--- src/hw/rtl/tomp_pkg.sv ---
// Shared types and constants for the TCP option MSS parser.
package tomp_pkg;

	localparam int unsigned BYTE_W   = 8;
	localparam int unsigned MSS_W    = 16;
	localparam int unsigned STATUS_W = 2;
	localparam int unsigned APB_DW   = 32;
	localparam int unsigned APB_AW   = 3;

	localparam logic [MSS_W-1:0]  CAP_RESET   = MSS_W'(1460);
	localparam logic [BYTE_W-1:0] KIND_END    = BYTE_W'(0);
	localparam logic [BYTE_W-1:0] KIND_NOP    = BYTE_W'(1);
	localparam logic [BYTE_W-1:0] KIND_MSS    = BYTE_W'(2);
	localparam logic [BYTE_W-1:0] MIN_OPT_LEN = BYTE_W'(2);
	localparam logic [BYTE_W-1:0] MSS_OPT_LEN = BYTE_W'(4);

	// Register index of the cap in the register file.
	localparam logic [0:0] REG_MSS_CAP = 1'b0;

	typedef enum logic [2:0] {
		PH_KIND   = 3'd0,
		PH_LEN    = 3'd1,
		PH_MSS_HI = 3'd2,
		PH_MSS_LO = 3'd3,
		PH_SKIP   = 3'd4,
		PH_DONE   = 3'd5
	} phase_t;

	typedef enum logic [STATUS_W-1:0] {
		ST_CONSUMED  = 2'd0,
		ST_END_LIST  = 2'd1,
		ST_BAD_LEN   = 2'd2,
		ST_TRUNCATED = 2'd3
	} status_t;

endpackage

--- src/hw/rtl/tomp_if.sv ---
// Stream interfaces for option bytes in and parse results out.
interface tomp_in_if
	import tomp_pkg::*;
	();
	logic              valid;
	logic              ready;
	logic [BYTE_W-1:0] option_byte;
	logic              last_byte;

	modport source (output valid, output option_byte, output last_byte, input ready);
	modport sink   (input valid, input option_byte, input last_byte, output ready);
endinterface

interface tomp_out_if
	import tomp_pkg::*;
	();
	logic                valid;
	logic                ready;
	logic [MSS_W-1:0]    negotiated_mss;
	logic                mss_found;
	logic [STATUS_W-1:0] stop_status;

	modport source (output valid, output negotiated_mss, output mss_found,
		output stop_status, input ready);
	modport sink   (input valid, input negotiated_mss, input mss_found,
		input stop_status, output ready);
endinterface

--- src/hw/rtl/tcp_option_mss_parser.sv ---
// TCP option area parser that extracts the peer MSS.
//
// Usage:
//   opt_in carries the option area one byte per item, in order, with last_byte
//   set on the final byte. res_out carries one result item per area: the
//   negotiated MSS (clamped peer MSS, or the cap when no MSS option was taken),
//   a found flag and the stop status. Bytes that are not final give no result.
//   mss_cap sits at APB byte address 0; write it only while the block is idle.
// Timing:
//   A byte is registered in the input register at acceptance and parsed
//   there; a final byte's result is then loaded into the result register.
//   One byte is taken every cycle while no final byte waits; the parse state
//   is a single small update per byte between the input and result registers.
// Reset:
//   arst_n clears the parse state, empties both registers and sets mss_cap to
//   1460.
// Stall:
//   The result register holds while res_out.ready is low. Non-final bytes keep
//   flowing; a final byte waits in the input register, and opt_in.ready drops,
//   only while an untaken result still fills the result register.
module tcp_option_mss_parser
	import tomp_pkg::*;
(
	input  logic              clk,
	input  logic              arst_n,
	input  logic              psel,
	input  logic              penable,
	input  logic              pwrite,
	input  logic [APB_AW-1:0] paddr,
	input  logic [APB_DW-1:0] pwdata,
	output logic [APB_DW-1:0] prdata,
	output logic              pready,
	tomp_in_if.sink           opt_in,
	tomp_out_if.source        res_out
);

	// Configuration register
	logic [MSS_W-1:0] cap_q;
	logic             reg_sel;

	assign reg_sel = (paddr[2] == REG_MSS_CAP);
	assign pready  = 1'b1;
	assign prdata  = reg_sel ? APB_DW'(cap_q) : '0;

	always_ff @(posedge clk or negedge arst_n) begin
		if (!arst_n) begin
			cap_q <= CAP_RESET;
		end else if (psel && penable && pwrite && pready && reg_sel) begin
			cap_q <= pwdata[MSS_W-1:0];
		end
	end

	// Input register
	logic              in_valid_s1;
	logic [BYTE_W-1:0] byte_s1;
	logic              last_s1;
	logic              s1_adv;
	logic              out_valid_q;
	logic              out_load;

	// A final byte needs room in the result register; other bytes never wait.
	assign s1_adv       = in_valid_s1 && (!last_s1 || !out_valid_q || res_out.ready);
	assign opt_in.ready = !in_valid_s1 || s1_adv;
	assign out_load     = s1_adv && last_s1;

	always_ff @(posedge clk or negedge arst_n) begin
		if (!arst_n) begin
			in_valid_s1 <= 1'b0;
		end else if (opt_in.ready) begin
			in_valid_s1 <= opt_in.valid;
		end
	end

	always_ff @(posedge clk) begin
		if (opt_in.valid && opt_in.ready) begin
			byte_s1 <= opt_in.option_byte;
			last_s1 <= opt_in.last_byte;
		end
	end

	// Parse state
	phase_t            phase_q, phase_nxt;
	logic [BYTE_W-1:0] kind_q, kind_nxt;
	logic [BYTE_W-1:0] skip_q, skip_nxt;
	logic [BYTE_W-1:0] mss_hi_q, mss_hi_nxt;
	logic [MSS_W-1:0]  held_mss_q, held_mss_nxt;
	logic              found_q, found_nxt;
	status_t           status_q, status_nxt;
	logic [MSS_W-1:0]  peer_mss;
	status_t           res_status;
	logic [MSS_W-1:0]  res_mss;

	assign peer_mss = {mss_hi_q, byte_s1};

	always_comb begin
		phase_nxt    = phase_q;
		kind_nxt     = kind_q;
		skip_nxt     = skip_q;
		mss_hi_nxt   = mss_hi_q;
		held_mss_nxt = held_mss_q;
		found_nxt    = found_q;
		status_nxt   = status_q;

		case (phase_q)
			PH_KIND: begin
				if (byte_s1 == KIND_END) begin
					status_nxt = ST_END_LIST;
					phase_nxt  = PH_DONE;
				end else if (byte_s1 != KIND_NOP) begin
					kind_nxt  = byte_s1;
					phase_nxt = PH_LEN;
				end
			end
			PH_LEN: begin
				if (byte_s1 < MIN_OPT_LEN) begin
					status_nxt = ST_BAD_LEN;
					phase_nxt  = PH_DONE;
				end else if (kind_q == KIND_MSS && byte_s1 == MSS_OPT_LEN) begin
					phase_nxt = PH_MSS_HI;
				end else if (byte_s1 == MIN_OPT_LEN) begin
					phase_nxt = PH_KIND;
				end else begin
					skip_nxt  = byte_s1 - MIN_OPT_LEN;
					phase_nxt = PH_SKIP;
				end
			end
			PH_MSS_HI: begin
				mss_hi_nxt = byte_s1;
				phase_nxt  = PH_MSS_LO;
			end
			PH_MSS_LO: begin
				// Clamp with the cap in force when the low byte arrives.
				held_mss_nxt = (peer_mss < cap_q) ? peer_mss : cap_q;
				found_nxt    = 1'b1;
				phase_nxt    = PH_KIND;
			end
			PH_SKIP: begin
				skip_nxt = skip_q - BYTE_W'(1);
				if (skip_q == BYTE_W'(1)) begin
					phase_nxt = PH_KIND;
				end
			end
			default: begin
				// Stopped: drop bytes until the final one.
			end
		endcase

		if (phase_nxt == PH_DONE) begin
			res_status = status_nxt;
		end else if (phase_nxt == PH_KIND) begin
			res_status = ST_CONSUMED;
		end else begin
			res_status = ST_TRUNCATED;
		end
		res_mss = found_nxt ? held_mss_nxt : cap_q;
	end

	always_ff @(posedge clk or negedge arst_n) begin
		if (!arst_n) begin
			phase_q    <= PH_KIND;
			kind_q     <= '0;
			skip_q     <= '0;
			mss_hi_q   <= '0;
			held_mss_q <= '0;
			found_q    <= 1'b0;
			status_q   <= ST_CONSUMED;
		end else if (s1_adv) begin
			if (last_s1) begin
				// Final byte: start the next area from a clean state.
				phase_q    <= PH_KIND;
				kind_q     <= '0;
				skip_q     <= '0;
				mss_hi_q   <= '0;
				held_mss_q <= '0;
				found_q    <= 1'b0;
				status_q   <= ST_CONSUMED;
			end else begin
				phase_q    <= phase_nxt;
				kind_q     <= kind_nxt;
				skip_q     <= skip_nxt;
				mss_hi_q   <= mss_hi_nxt;
				held_mss_q <= held_mss_nxt;
				found_q    <= found_nxt;
				status_q   <= status_nxt;
			end
		end
	end

	// Result register
	logic [MSS_W-1:0]    res_mss_q;
	logic                res_found_q;
	logic [STATUS_W-1:0] res_status_q;

	always_ff @(posedge clk or negedge arst_n) begin
		if (!arst_n) begin
			out_valid_q <= 1'b0;
		end else if (out_load) begin
			out_valid_q <= 1'b1;
		end else if (res_out.ready) begin
			out_valid_q <= 1'b0;
		end
	end

	always_ff @(posedge clk) begin
		if (out_load) begin
			res_mss_q    <= res_mss;
			res_found_q  <= found_nxt;
			res_status_q <= res_status;
		end
	end

	assign res_out.valid          = out_valid_q;
	assign res_out.negotiated_mss = res_mss_q;
	assign res_out.mss_found      = res_found_q;
	assign res_out.stop_status    = res_status_q;

endmodule

--- src/flat_wrapper.sv ---
// flat-port wrapper written by rule: the top's interface ports become plain ports
module tcp_option_mss_parser_flat import tomp_pkg::*;
  (clk, arst_n, psel, penable, pwrite, paddr, pwdata, prdata, pready, opt_in_valid, opt_in_option_byte, opt_in_last_byte, opt_in_ready, res_out_valid, res_out_negotiated_mss, res_out_mss_found, res_out_stop_status, res_out_ready);
  tomp_in_if opt_in_i ();
  tomp_out_if res_out_i ();
  input  logic clk;
  input  logic arst_n;
  input  logic psel;
  input  logic penable;
  input  logic pwrite;
  input  logic [APB_AW-1:0] paddr;
  input  logic [APB_DW-1:0] pwdata;
  output logic [APB_DW-1:0] prdata;
  output logic pready;
  input wire logic [$bits(opt_in_i.valid)-1:0] opt_in_valid;
  input wire logic [$bits(opt_in_i.option_byte)-1:0] opt_in_option_byte;
  input wire logic [$bits(opt_in_i.last_byte)-1:0] opt_in_last_byte;
  output wire logic [$bits(opt_in_i.ready)-1:0] opt_in_ready;
  output wire logic [$bits(res_out_i.valid)-1:0] res_out_valid;
  output wire logic [$bits(res_out_i.negotiated_mss)-1:0] res_out_negotiated_mss;
  output wire logic [$bits(res_out_i.mss_found)-1:0] res_out_mss_found;
  output wire logic [$bits(res_out_i.stop_status)-1:0] res_out_stop_status;
  input wire logic [$bits(res_out_i.ready)-1:0] res_out_ready;
  assign opt_in_i.valid = opt_in_valid;
  assign opt_in_i.option_byte = opt_in_option_byte;
  assign opt_in_i.last_byte = opt_in_last_byte;
  assign opt_in_ready = opt_in_i.ready;
  assign res_out_valid = res_out_i.valid;
  assign res_out_negotiated_mss = res_out_i.negotiated_mss;
  assign res_out_mss_found = res_out_i.mss_found;
  assign res_out_stop_status = res_out_i.stop_status;
  assign res_out_i.ready = res_out_ready;
  tcp_option_mss_parser u_core (.clk(clk), .arst_n(arst_n), .psel(psel), .penable(penable), .pwrite(pwrite), .paddr(paddr), .pwdata(pwdata), .prdata(prdata), .pready(pready), .opt_in(opt_in_i), .res_out(res_out_i));
endmodule
--- config.mk ---
export PLATFORM = sky130hd
export DESIGN_NAME = tcp_option_mss_parser_flat
export DESIGN_NICKNAME = d
export VERILOG_FILES = /design/src/hw/rtl/tomp_pkg.sv /design/src/hw/rtl/tomp_if.sv /design/src/hw/rtl/tcp_option_mss_parser.sv /design/src/flat_wrapper.sv
export SDC_FILE = /design/constraint.sdc
export NUM_CORES = 1
export LEC_CHECK = 0
export ABC_AREA = 1
export BUFFER_PORTS_ARGS = -buffer_cell sky130_fd_sc_hd__buf_2
export CORE_MARGIN = 4
export CORE_UTILIZATION = 32
export DETAILED_ROUTE_END_ITERATION = 16
export GPL_TIMING_DRIVEN = 0
export PLACE_DENSITY = 0.55
export RECOVER_POWER = 25
export SLEW_MARGIN = 5
export SYNTH_ARGS = -nofsm -noshare
export SYNTH_HDL_FRONTEND = slang
export SYNTH_SLANG_ARGS = --single-unit
--- constraint.sdc ---
create_clock -name clk -period 2.9 [get_ports clk]
set_clock_uncertainty 0.1 [all_clocks]
set_input_delay 0.145 -clock clk [delete_from_list [all_inputs] [get_ports clk]]
set_output_delay 0.145 -clock clk [all_outputs]
set_load 0.02 [all_outputs]
==> results of run 1 <==
-- power by group through the flow --
stage | logic [mW] | clock network (mW) | registers, mW
floorplan | 0.894 | 0 | 1.71
detailed placement | 1.23 | 0 | 1.70
global placement | 1.22 | 0 | 1.70
finish | 1.26 | 1.24 | 1.68
CTS | 1.27 | 1.27 | 1.68
global route | 1.44 | 1.32 | 1.71
-- final cells by class --
class | instances | area [sq um] | share of cell area
Inverter | 75 | 282 | 0.0432
Sequential cell | 92 | 2450 | 0.376
Buffer | 38 | 250 | 0.0384
Clock buffer | 13 | 292 | 0.0447
Multi-Input combinational cell | 474 | 2320 | 0.356
Timing Repair Buffer | 97 | 628 | 0.0964
Tap cell | 216 | 270 | 0.0415
Clock inverter | 3 | 23.8 | 0.00365
-- worst max-delay path by stage --
stage,from,endpoint,depth (start not counted)
global placement,u_core.cap_q[5]$_DFFE_PN1P_,u_core.res_out.negotiated_mss[6]$_DFFE_PP_,13
detailed placement,u_core.cap_q[5]$_DFFE_PN1P_,u_core.res_out.negotiated_mss[6]$_DFFE_PP_,13
global route,u_core.cap_q[8]$_DFFE_PN1P_,u_core.res_out.negotiated_mss[6]$_DFFE_PP_,13
finish,u_core.cap_q[5]$_DFFE_PN1P_,u_core.res_out.negotiated_mss[6]$_DFFE_PP_,13
CTS,u_core.cap_q[5]$_DFFE_PN1P_,u_core.res_out.negotiated_mss[6]$_DFFE_PP_,13
floorplan,u_core.cap_q[10]$_DFFE_PN1P_,u_core.res_out.negotiated_mss[5]$_DFFE_PP_,13
-- flip-flops by register name, indices dropped and copies added, names as in the netlist --
| name | flops |
|---|---|
| u_core.mss_hi_q | 8 |
| u_core.res_out.stop_status | 2 |
| u_core.res_out.negotiated_mss | 16 |
| u_core.res_out.mss_found | 1 |
| u_core.res_out.valid | 1 |
| u_core.kind_q | 8 |
| u_core.phase_q | 3 |
| u_core.cap_q | 16 |
| u_core.skip_q | 8 |
| u_core.found_q | 1 |
| u_core.in_valid_s1 | 1 |
| u_core.byte_s1 | 8 |
| u_core.held_mss_q | 16 |
| u_core.status_q | 2 |
| u_core.last_s1 | 1 |
-- worst max-delay path, stage by stage, from the launching register on --
cell and delay [ns]:
sky130_fd_sc_hd__dfstp_2 0.53, sky130_fd_sc_hd__inv_1 0.12, sky130_fd_sc_hd__ha_1 0.32, sky130_fd_sc_hd__a21oi_1 0.13
sky130_fd_sc_hd__nor2_1 0.06, sky130_fd_sc_hd__nor3_1 0.14, sky130_fd_sc_hd__nand2_1 0.12, sky130_fd_sc_hd__nand2_4 0.13
sky130_fd_sc_hd__buf_4 0.19, sky130_fd_sc_hd__nand3_1 0.08, sky130_fd_sc_hd__nand3_1 0.09, sky130_fd_sc_hd__nand2_1 0.09
sky130_fd_sc_hd__nand2_1 0.08, sky130_fd_sc_hd__nand2_1 0.05
-- logic make-up after synthesis --
group	synth area share
AOI/OAI and AO/OA	0.0875
xor gates and xnor gates	0.00334
adders and majority gates	0.0429
buffers and inverters	0.101
DFF	0.467
muxes	0.00215
other	0.00143
and+or+nand+nor	0.294
-- synthesized netlist by cell type (4+ instances only) --
master and instances:
sky130_fd_sc_hd__nand2_1 212, sky130_fd_sc_hd__inv_1 66, sky130_fd_sc_hd__nor2_1 61, sky130_fd_sc_hd__dfrtp_1 58, sky130_fd_sc_hd__nand3_1 46, sky130_fd_sc_hd__a21oi_1 32, sky130_fd_sc_hd__edfxtp_1 28, sky130_fd_sc_hd__buf_4 21
sky130_fd_sc_hd__o21ai_0 20, sky130_fd_sc_hd__ha_1 18, sky130_fd_sc_hd__o21ai_1 13, sky130_fd_sc_hd__clkbuf_1 9, sky130_fd_sc_hd__inv_2 9, sky130_fd_sc_hd__nand4_1 8, sky130_fd_sc_hd__dfstp_2 6, sky130_fd_sc_hd__nand2_2 6
sky130_fd_sc_hd__nor2_2 6, sky130_fd_sc_hd__buf_2 5, sky130_fd_sc_hd__nor3_1 4, sky130_fd_sc_hd__o21ai_2 4
-- metal layers --
| metal | part of all wire | vias up |
|---|---|---|
| li1 | - | 2338 |
| met1 | 0.49 | 2091 |
| met2 | 0.45 | 106 |
| met3 | 0.045 | 15 |
| met4 | 0.015 | 0 |
| met5 | 0 | - |
-- metrics by stage --
step | utilization | instances | worst slack, ns | hold slack, ns | area (sq um)
after floorplan | - | 679 | 0.776 | -0.251 | 5300
after global placement | 0.369 | 963 | 0.478 | 0.222 | 5910
after detailed placement | 0.371 | 964 | 0.461 | 0.0842 | 5940
after CTS | 0.409 | 1008 | 0.442 | 0.203 | 6540
after global routing | 0.407 | 1008 | 0.221 | 0.242 | 6520
final | 0.407 | 1008 | 0.436 | 0.196 | 6520
-- repair_timing --
action,in CTS,in global routing
setup endpoints to repair,0,0
endpoints found under the hold margin,88,0
hold buffers,28,0
==> impl_metrics.json, run 1 <==
{
  "p_per_area_nw_per_um2": 641,
  "hold_start": "pwrite",
  "finalWeightedCongestion": 0.789,
  "final.fill_count": 1677,
  "global_route.overflow_total": 0,
  "synth_cells": 664,
  "cts-resized-gates": 0,
  "worst_ep_arrival_time_ns": 2.47,
  "worstRegToRegCells": 13,
  "floorplan.io_pins": 105,
  "floorplan.rows": 46,
  "share_seq_of_total_power": 0.403,
  "ys_dominant_reg_cell": "sky130_fd_sc_hd__dfrtp_1",
  "combPwrFrac": 0.301,
  "worstMarginPinSlew_ns": 1.68,
  "rsz0062_at_grt": "false",
  "worst_case_headroom_to_the_max_slew_limit": -0.123,
  "clk_path_buf_depth": 2,
  "antenna_violations_before_repair": 0,
  "chipWidth_um": 136,
  "power_frac_clock": 0.297,
  "violations_in_the_final_reports": "capacitance limit, slew limit",
  "post_synth_main_area_contributors": "sky130_fd_sc_hd__dfrtp_1, sky130_fd_sc_hd__edfxtp_1, sky130_fd_sc_hd__nand2_1",
  "r2r-start": "u_core.cap_q[5]$_DFFE_PN1P_",
  "sw_frac_of_total": 0.350,
  "worst_ep_required_time_ns": 2.91,
  "detailedRoute.firstIterationViolations": 319,
  "totalWireLength_mm": 13.9,
  "r2r_setup_slack_ns": 0.44,
  "globalRoute.busiestLayer": "met2",
  "layout.cells.most_common": "sky130_fd_sc_hd__nand2_1",
  "final-setup-viol-count": 0,
  "globalRouteTotalUtil": 0.159,
  "path_max_fanout": 10,
  "path_clk_slew_ns": 0.07,
  "endpoints_failing_hold": 0,
  "vias_per_cell": 4.51,
  "synthesis.area_sq_um": 5250,
  "register_area_share_after_synthesis": 0.467,
  "avgSynthCellArea_sq_um": 7.90,
  "grtUsageMet3": 0.0270,
  "groute.layer.met2.usage": 0.250,
  "yosys.area.top_type": "sky130_fd_sc_hd__dfrtp_1",
  "finish.net_count": 856,
  "cts-buffers-inserted": 9,
  "hpwl_mm": 10.2,
  "initial_utilization": 0.328,
  "total_power_mw": 4.18,
  "finalCritPeriodShare": 0.850,
  "yosysTopAreaCellShare": 0.277,
  "fmaxAchievable_mhz": 406,
  "cts_setup_buffers": 0,
  "post_route_cells_drive_above_1_share": 0.202,
  "dr.pass1.iters": 6,
  "grt_start_max_net_pins": 65,
  "area_delta_synth_final_pct": 24.2,
  "drc_errors": 0,
  "groute.layer.met1.usage": 0.225,
  "coreArea_sq_um": 16000,
  "first_global_vias": 4515,
  "hold_path.class": "in2reg",
  "switching_power_mw": 1.46,
  "timing.setup.tns_ns": 0,
  "power.internal_mw": 2.72,
  "cts_tree": "done",
  "dieArea_sq_um": 18500,
  "layout_common_cells": "sky130_fd_sc_hd__nand2_1, sky130_fd_sc_hd__buf_2, sky130_fd_sc_hd__inv_1, sky130_fd_sc_hd__nor2_1, sky130_fd_sc_hd__dfrtp_1",
  "cts.sink_count": 92,
  "wire_length_of_the_first_global_routing_pass_mm": 23.2,
  "maxSlewViolCount": 65,
  "timing.hold.worst_endpoint": "u_core.cap_q[1]$_DFFE_PN0P_",
  "cts.htree.levels": 3,
  "synthDistinctLibCells": 40,
  "n_antenna_cell": 0,
  "hold-path-cell-count": 4,
  "synth_enable_flop_cells": 28,
  "routed_wl_per_cell_um": 13.8,
  "antenna_left": 0,
  "clkLatencyLatePin_ns": 0.35,
  "worstSetupEndpointType": "flop",
  "clock-root-buffer": "sky130_fd_sc_hd__clkbuf_16",
  "synth_async_sr_flop_share": 0.696,
  "startpoint_type_of_the_worst_setup_path": "flop",
  "layout_min_cycle_time_ns": 2.46,
  "leakage_nw": 3.37,
  "yosys_register_bits": 92,
  "fp.dieH_um": 136,
  "ir_drop_mv": 0.376,
  "ys_warnings": 0,
  "worstReg2RegEnd": "u_core.res_out.negotiated_mss[6]$_DFFE_PP_",
  "result_of_the_run": "finished with violations",
  "placement.io_buffers": 68,
  "max_cap_viol_count": 1,
  "routed-via-count": 4550,
  "timing.setup.critical_path_class": "reg2reg"
}
Power figures use the tool's default switching activity.
==> run 2: changes to the inputs <==
--- a/config.mk
+++ b/config.mk
@@ -5,13 +5,13 @@
 export SDC_FILE = /design/constraint.sdc
 export NUM_CORES = 1
 export LEC_CHECK = 0
-export ABC_AREA = 1
+export ABC_AREA = 0
 export BUFFER_PORTS_ARGS = -buffer_cell sky130_fd_sc_hd__buf_2
 export CORE_MARGIN = 4
 export CORE_UTILIZATION = 32
 export DETAILED_ROUTE_END_ITERATION = 16
 export GPL_TIMING_DRIVEN = 0
-export PLACE_DENSITY = 0.55
+export PLACE_DENSITY = 0.57
 export RECOVER_POWER = 25
 export SLEW_MARGIN = 5
 export SYNTH_ARGS = -nofsm -noshare
==> constraint.sdc (replaced) <==
create_clock -name clk -period 2.1 [get_ports clk]
set_clock_uncertainty 0.1 [all_clocks]
set_input_delay 0.105 -clock clk [delete_from_list [all_inputs] [get_ports clk]]
set_output_delay 0.105 -clock clk [all_outputs]
set_load 0.02 [all_outputs]
==> impl_metrics.json, run 2 <==
{
  "first_global_vias": 4343,
  "layout.cells.most_common": "sky130_fd_sc_hd__buf_2",
  "synthDistinctLibCells": 63,
  "worst_hold_slack_ns": 0.313,
  "postPlaceCellArea_sq_um": 5850,
  "timing.setup.critical_path_class": "reg2reg",
  "worst_ep_arrival_time_ns": 2.64,
  "grt_start_max_net_pins": 65,
  "crit_path_cell_trace": "inv_2 -> ha_4 -> a211o_1 -> a31oi_2 -> o21ai_2 -> a211oi_2 -> buf_4 -> nand2b_4 -> clkbuf_16 -> o221a_4",
  "finalWeightedCongestion": 0.818,
  "final-setup-viol-count": 45,
  "dieArea_sq_um": 17900,
  "cts.sink_count": 92,
  "final_instance_area_sq_um": 7050,
  "global_route.overflow_total": 0,
  "globalRouteTotalUtil": 0.164,
  "worstRegToRegCells": 10,
  "leakage_nw": 3.20,
  "cts_tree": "done",
  "hold_start": "pwrite",
  "routed-via-count": 4283,
  "synth_enable_flop_cells": 28,
  "cts-buffers-inserted": 9,
  "ir_drop_mv": 0.464,
  "clk_path_buf_depth": 2,
  "fp.dieH_um": 134,
  "cp-startpoint": "u_core.cap_q[2]$_DFFE_PN1P_",
  "antenna_violations_before_repair": 0,
  "dp.cells": 767,
  "rsz0062_at_grt": "true",
  "antenna_left": 0,
  "routed_wl_per_cell_um": 17.6,
  "most_common_cell_in_the_synthesized_netlist": "sky130_fd_sc_hd__dfrtp_1",
  "combPwrFrac": 0.331,
  "totalWireLength_mm": 14.8,
  "postLayoutSetupSlackWorst_ns": -0.534,
  "worst_ep_required_time_ns": 2.11,
  "placement.io_buffers": 68,
  "final-instance-count-excl-fill": 839,
  "share_seq_of_total_power": 0.393,
  "hpwl_mm": 9.71,
  "worstSetupEndpointType": "flop",
  "clkLatencyLatePin_ns": 0.35,
  "chipWidth_um": 134,
  "max_cap_viol_count": 0,
  "floorplan.io_pins": 105,
  "power.internal_mw": 4.05,
  "critical_path.max_stage_delay_ns": 0.54,
  "r2r_setup_slack_ns": -0.53,
  "initial_utilization": 0.329,
  "cts.htree.levels": 3,
  "yosysTopAreaCellShare": 0.287,
  "worst_case_headroom_to_the_max_slew_limit": 0.380,
  "ys_dominant_reg_cell": "sky130_fd_sc_hd__dfrtp_1",
  "worstMarginPinSlew_ns": 0.931,
  "dr.pass1.iters": 4,
  "floorplan.rows": 45,
  "ys_warnings": 0,
  "startpoint_type_of_the_worst_setup_path": "flop",
  "post_route_cells_drive_above_1_share": 0.414,
  "postLayoutCoreUtil": 0.459,
  "yosys.area.top_type": "sky130_fd_sc_hd__dfrtp_1",
  "r2r-start": "u_core.cap_q[2]$_DFFE_PN1P_",
  "power_frac_clock": 0.276,
  "critical_path_cell_count": 10,
  "layout_common_cells": "sky130_fd_sc_hd__buf_2, sky130_fd_sc_hd__dfrtp_1, sky130_fd_sc_hd__buf_4, sky130_fd_sc_hd__nor2_1",
  "yosys_register_bits": 92,
  "synth_async_sr_flop_share": 0.696,
  "finalCritPeriodShare": 1.25,
  "synthesis.area_sq_um": 5060,
  "path_clk_slew_ns": 0.07,
  "maxSlewViolCount": 0,
  "area_delta_synth_final_pct": 39.3,
  "crit_end": "u_core.res_out.negotiated_mss[7]$_DFFE_PP_",
  "critPathSlowestCell": "sky130_fd_sc_hd__dfstp_2",
  "switching_power_mw": 2.04,
  "detailedRoute.firstIterationViolations": 268,
  "worstReg2RegEnd": "u_core.res_out.negotiated_mss[7]$_DFFE_PP_",
  "drc_errors": 0,
  "register_area_share_after_synthesis": 0.484,
  "finish.net_count": 692,
  "avgSynthCellArea_sq_um": 10.7,
  "path_max_fanout": 5,
  "post_synth_main_area_contributors": "sky130_fd_sc_hd__dfrtp_1, sky130_fd_sc_hd__edfxtp_1, sky130_fd_sc_hd__mux2i_1",
  "timing.setup.tns_ns": -18.63,
  "n_antenna_cell": 0,
  "endpoints_failing_hold": 0,
  "hold_path.class": "in2reg",
  "fmaxAchievable_mhz": 380,
  "synth_common_cells": "sky130_fd_sc_hd__dfrtp_1, sky130_fd_sc_hd__o21ai_0, sky130_fd_sc_hd__nor2_1, sky130_fd_sc_hd__nand2_1, sky130_fd_sc_hd__edfxtp_1",
  "result_of_the_run": "finished with violations",
  "wire_length_of_the_first_global_routing_pass_mm": 23.1,
  "violations_in_the_final_reports": "setup timing",
  "coreArea_sq_um": 15400,
  "layout_min_cycle_time_ns": 2.63,
  "vias_per_cell": 5.10,
  "sw_frac_of_total": 0.334,
  "final.fill_count": 1380,
  "crit_family": "compound AO/OA/AOI/OAI gates",
  "synth_cells": 472,
  "clock-root-buffer": "sky130_fd_sc_hd__clkbuf_16",
  "p_per_area_nw_per_um2": 864,
  "worstPathBufferInverterCount": 3
}
[run 2: cell types whose count changed in the layout (fill, tap and decap cells not counted), sizes merged, moves of 17 or more]
cell	before	now
nor2	69	30
mux2i	0	25
buf	96	120
nand2	221	29
inv	77	24
or2	1	18
nand3	49	6
[run 2: final cells by class]
type	count	area [sq um]	area share
Multi-Input combinational cell	327	2660	0.378
Sequential cell	92	2450	0.348
Timing Repair Buffer	128	932	0.132
Buffer	41	343	0.0486
Tap cell	211	264	0.0375
Clock buffer	9	225	0.0319
Inverter	23	90.1	0.0128
Clock inverter	7	73.8	0.0105
Timing Repair inverter	1	7.51	0.00106
[run 2: kinds of logic after synthesis]
| kind of cell | count (synthesis) | share of synthesized area |
|---|---|---|
| and+or+nand+nor | 129 | 0.136 |
| AOI/OAI and AO/OA | 117 | 0.162 |
| DFF | 92 | 0.484 |
| buffers and inverters | 68 | 0.0764 |
| muxes | 42 | 0.0880 |
| adders and majority gates | 18 | 0.0445 |
| xor gates and xnor gates | 4 | 0.00692 |
| other | 2 | 0.00148 |
[run 2: layer usage]
metal | up-vias | track usage | share of wire
li1 | 1989 | - | -
met1 | 2131 | 0.221 | 0.44
met2 | 143 | 0.266 | 0.49
met3 | 20 | 0.0219 | 0.050
met4 | 0 | 0.0646 | 0.017
met5 | - | 0 | 0
[run 2: worst min-delay path: cells and delay by family]
kind / cells / cell delay, ns
buffers and inverters: 1 / 0.10
muxes: 1 / 0.22
and+or+nand+nor: 1 / 0.31
[run 2: worst min path at each step]
stage | end | cells past startpoint
floorplan | u_core.cap_q[0]$_DFFE_PN0P_ | 0
global placement | u_core.byte_s1[5]$_DFFE_PP_ | 1
detailed placement | u_core.skip_q[2]$_DFFE_PN0P_ | 2
CTS | u_core.res_out.valid$_DFFE_PN0P_ | 3
global route | u_core.cap_q[5]$_DFFE_PN1P_ | 3
finish | u_core.cap_q[4]$_DFFE_PN1P_ | 3
[run 2: repair_timing]
item | in CTS | in global routing
cloned | 2 | 1
setup buffers | 18 | 11
endpoints found under the hold margin | 91 | 0
pin swaps | 9 | 12
hold buffers | 28 | 0
gates resized for setup | 43 | 40
setup endpoints to repair | 94 | 75
[run 2: power by group through the flow]
stage / Clock, mW / Sequential, mW / Combinational (mW)
after global routing: 1.79 / 2.43 / 2.20
after global placement: 0 / 2.41 / 1.60
after floorplan: 0 / 2.40 / 1.19
after detailed placement: 0 / 2.43 / 1.65
final: 1.68 / 2.40 / 2.01
after CTS: 1.71 / 2.38 / 1.90
[run 2: stage by stage]
step / total power [mW] / setup WS [ns]
after global routing: 6.42 / -0.590
after CTS: 5.99 / -0.675
final: 6.09 / -0.534
after detailed placement: 4.08 / -0.904
after floorplan: 3.59 / -0.536
after global placement: 4.01 / -0.900
==> run 3: changes to the inputs <==
--- a/config.mk
+++ b/config.mk
@@ -5,7 +5,7 @@
 export SDC_FILE = /design/constraint.sdc
 export NUM_CORES = 1
 export LEC_CHECK = 0
-export ABC_AREA = 0
+export ABC_AREA = 1
 export BUFFER_PORTS_ARGS = -buffer_cell sky130_fd_sc_hd__buf_2
 export CORE_MARGIN = 4
 export CORE_UTILIZATION = 32
==> impl_metrics.json, run 3 (synthesized netlist as in run 1, its figures left out) <==
{
  "worst_ep_arrival_time_ns": 2.25,
  "floorplan.io_pins": 105,
  "post_route_cells_drive_above_1_share": 0.322,
  "routed_wl_per_cell_um": 13.8,
  "worstRegToRegCells": 13,
  "hold_start": "pwrite",
  "worstReg2RegEnd": "u_core.res_out.negotiated_mss[1]$_DFFE_PP_",
  "dieArea_sq_um": 18500,
  "fmaxAchievable_mhz": 447,
  "final-setup-viol-count": 31,
  "finish.net_count": 875,
  "area_delta_synth_final_pct": 33.6,
  "clk_path_buf_depth": 2,
  "antenna_left": 0,
  "hold-path-cell-count": 4,
  "vias_per_cell": 4.54,
  "globalRouteTotalUtil": 0.156,
  "cts.sink_count": 92,
  "initial_utilization": 0.328,
  "critical_path.max_stage_delay_ns": 0.56,
  "startpoint_type_of_the_worst_setup_path": "flop",
  "global_route.overflow_total": 0,
  "cts_tree": "done",
  "layout_min_cycle_time_ns": 2.24,
  "rsz0062_at_grt": "true",
  "worstMarginPinSlew_ns": 0.923,
  "worstPathBufferInverterCount": 2,
  "n_antenna_cell": 0,
  "postLayoutSetupSlackWorst_ns": -0.139,
  "ir_drop_mv": 0.563,
  "drc_errors": 0,
  "worstSetupEndpointType": "flop",
  "worst_ep_required_time_ns": 2.11,
  "layout_common_cells": "sky130_fd_sc_hd__nand2_1, sky130_fd_sc_hd__buf_2, sky130_fd_sc_hd__dfrtp_1, sky130_fd_sc_hd__nor2_1, sky130_fd_sc_hd__inv_1",
  "result_of_the_run": "finished with violations",
  "crit_family": "simple AND/OR/NAND/NOR gates",
  "cell_repeated_most_along_the_worst_path": "sky130_fd_sc_hd__nand2_1",
  "endpoints_failing_hold": 0,
  "r2r-start": "u_core.cap_q[7]$_DFFE_PN1P_",
  "coreArea_sq_um": 16000,
  "clock-root-buffer": "sky130_fd_sc_hd__clkbuf_16",
  "final-instance-count-excl-fill": 1027,
  "layout.cells.most_common": "sky130_fd_sc_hd__nand2_1",
  "path_max_fanout": 6,
  "timing.setup.critical_path_class": "reg2reg",
  "max_cap_viol_count": 0,
  "leakage_nw": 3.49,
  "chipWidth_um": 136,
  "postLayoutCoreUtil": 0.438,
  "p_per_area_nw_per_um2": 851,
  "antenna_violations_before_repair": 0,
  "r2r_setup_slack_ns": -0.14,
  "cts-buffers-inserted": 9,
  "finalCritPeriodShare": 1.07,
  "routed-via-count": 4667,
  "wire_length_of_the_first_global_routing_pass_mm": 22.6,
  "first_global_vias": 4343,
  "clkLatencyLatePin_ns": 0.36,
  "dp.cells": 964,
  "maxSlewViolCount": 0,
  "finalWeightedCongestion": 0.822,
  "postPlaceCellArea_sq_um": 5950,
  "grt_start_max_net_pins": 65,
  "fp.dieH_um": 136,
  "totalWireLength_mm": 14.2,
  "crit_path_cell_trace": "clkinv_4 -> ha_4 -> nand2_4 -> nor2_2 -> nor3_2 -> nand2_2 -> nand2_4 -> buf_4 -> nand3_1 -> nand3_1 -> nand2_1 -> nand2_1 -> nand2_1",
  "timing.hold.worst_endpoint": "u_core.cap_q[1]$_DFFE_PN0P_",
  "hold_path.class": "in2reg",
  "cts.htree.levels": 3,
  "violations_in_the_final_reports": "setup timing",
  "critPathSlowestCell": "sky130_fd_sc_hd__dfstp_2",
  "placement.io_buffers": 68,
  "floorplan.rows": 46,
  "final_instance_area_sq_um": 7010,
  "hpwl_mm": 10.1,
  "path_clk_slew_ns": 0.06,
  "worst_case_headroom_to_the_max_slew_limit": 0.385,
  "dr.pass1.iters": 5,
  "detailedRoute.firstIterationViolations": 341
}
-- run 3: cell count changes in the layout (fill, tap and decap cells not counted), moves of 9 or more --
cell and delta:
sky130_fd_sc_hd__nand2_1 +153, sky130_fd_sc_hd__or2_2 -16, sky130_fd_sc_hd__nand3_2 +23, sky130_fd_sc_hd__a22o_1 -9
sky130_fd_sc_hd__nand2_2 +35, sky130_fd_sc_hd__buf_4 -9, sky130_fd_sc_hd__nor2_1 +27, sky130_fd_sc_hd__a21oi_1 +10
sky130_fd_sc_hd__inv_2 +15, sky130_fd_sc_hd__mux2i_1 -23, sky130_fd_sc_hd__inv_1 +33, sky130_fd_sc_hd__o221a_4 -16
sky130_fd_sc_hd__mux2_2 -16, sky130_fd_sc_hd__nand3_1 +20
-- run 3: through the flow --
stage          worst slack (ns)  hold slack [ns]  TNS [ns]  power (mW)
2_1_floorplan           0.00685           -0.291         0        3.60
3_3_place_gp             -0.290            0.183     -8.07        4.04
3_5_place_dp             -0.308           0.0443     -9.09        4.06
4_1_cts                  -0.134            0.124     -2.54        5.87
5_1_grt                  -0.258            0.155     -6.32        6.34
6_report                 -0.139            0.118     -2.57        5.96
-- run 3: routing by layer --
metal  part of all wire  vias to the layer above  track usage
met5                  0                        -            0
met4              0.013                        0       0.0342
met3              0.055                       13       0.0437
met2               0.45                      136        0.236
met1               0.49                     2131        0.223
li1                   -                     2387            -
-- run 3: report_power, final --
group          switching, mW  internal [mW]  total, mW
clock network          0.692          0.959       1.65
registers              0.187           2.15       2.34
logic                   1.23          0.743       1.98
-- run 3: cell type report --
| type | count | area, sq um |
|---|---|---|
| fillers | 1590 | 8990 |
| multi-input cells | 474 | 2630 |
| well taps | 216 | 270 |
| clock buffers | 13 | 250 |
| clock inverters | 3 | 46.3 |
| inverters | 75 | 298 |
| plain buffers | 38 | 260 |
| flip-flops and latches | 92 | 2450 |
| repair buffers | 116 | 805 |
-- run 3: worst min-delay path, stage by stage --
cell and delay [ns]:
sky130_fd_sc_hd__buf_2 0.10, sky130_fd_sc_hd__nand4_1 0.16, sky130_fd_sc_hd__nor2_1 0.06, sky130_fd_sc_hd__a21oi_1 0.10
-- run 3: worst max path at each step --
stage | to | from | slack (ns) | cells after the start
2_1_floorplan | u_core.res_out.negotiated_mss[5]$_DFFE_PP_ | u_core.cap_q[10]$_DFFE_PN1P_ | 0.007 | 14
3_3_place_gp | u_core.res_out.negotiated_mss[6]$_DFFE_PP_ | u_core.cap_q[10]$_DFFE_PN1P_ | -0.29 | 14
3_5_place_dp | u_core.res_out.negotiated_mss[6]$_DFFE_PP_ | u_core.cap_q[10]$_DFFE_PN1P_ | -0.31 | 14
4_1_cts | u_core.res_out.negotiated_mss[9]$_DFFE_PP_ | u_core.cap_q[5]$_DFFE_PN1P_ | -0.13 | 14
5_1_grt | u_core.res_out.negotiated_mss[2]$_DFFE_PP_ | u_core.cap_q[7]$_DFFE_PN1P_ | -0.26 | 14
6_report | u_core.res_out.negotiated_mss[1]$_DFFE_PP_ | u_core.cap_q[7]$_DFFE_PN1P_ | -0.14 | 13
-- run 3: repair_timing --
item                                    CTS  global route
resized for setup                        43            62
hold buffers                             28             0
pin swaps                                23            35
setup buffers                             8             9
endpoints found under the setup margin   53            59
endpoints found under the hold margin    91             0
gates cloned                              2             0
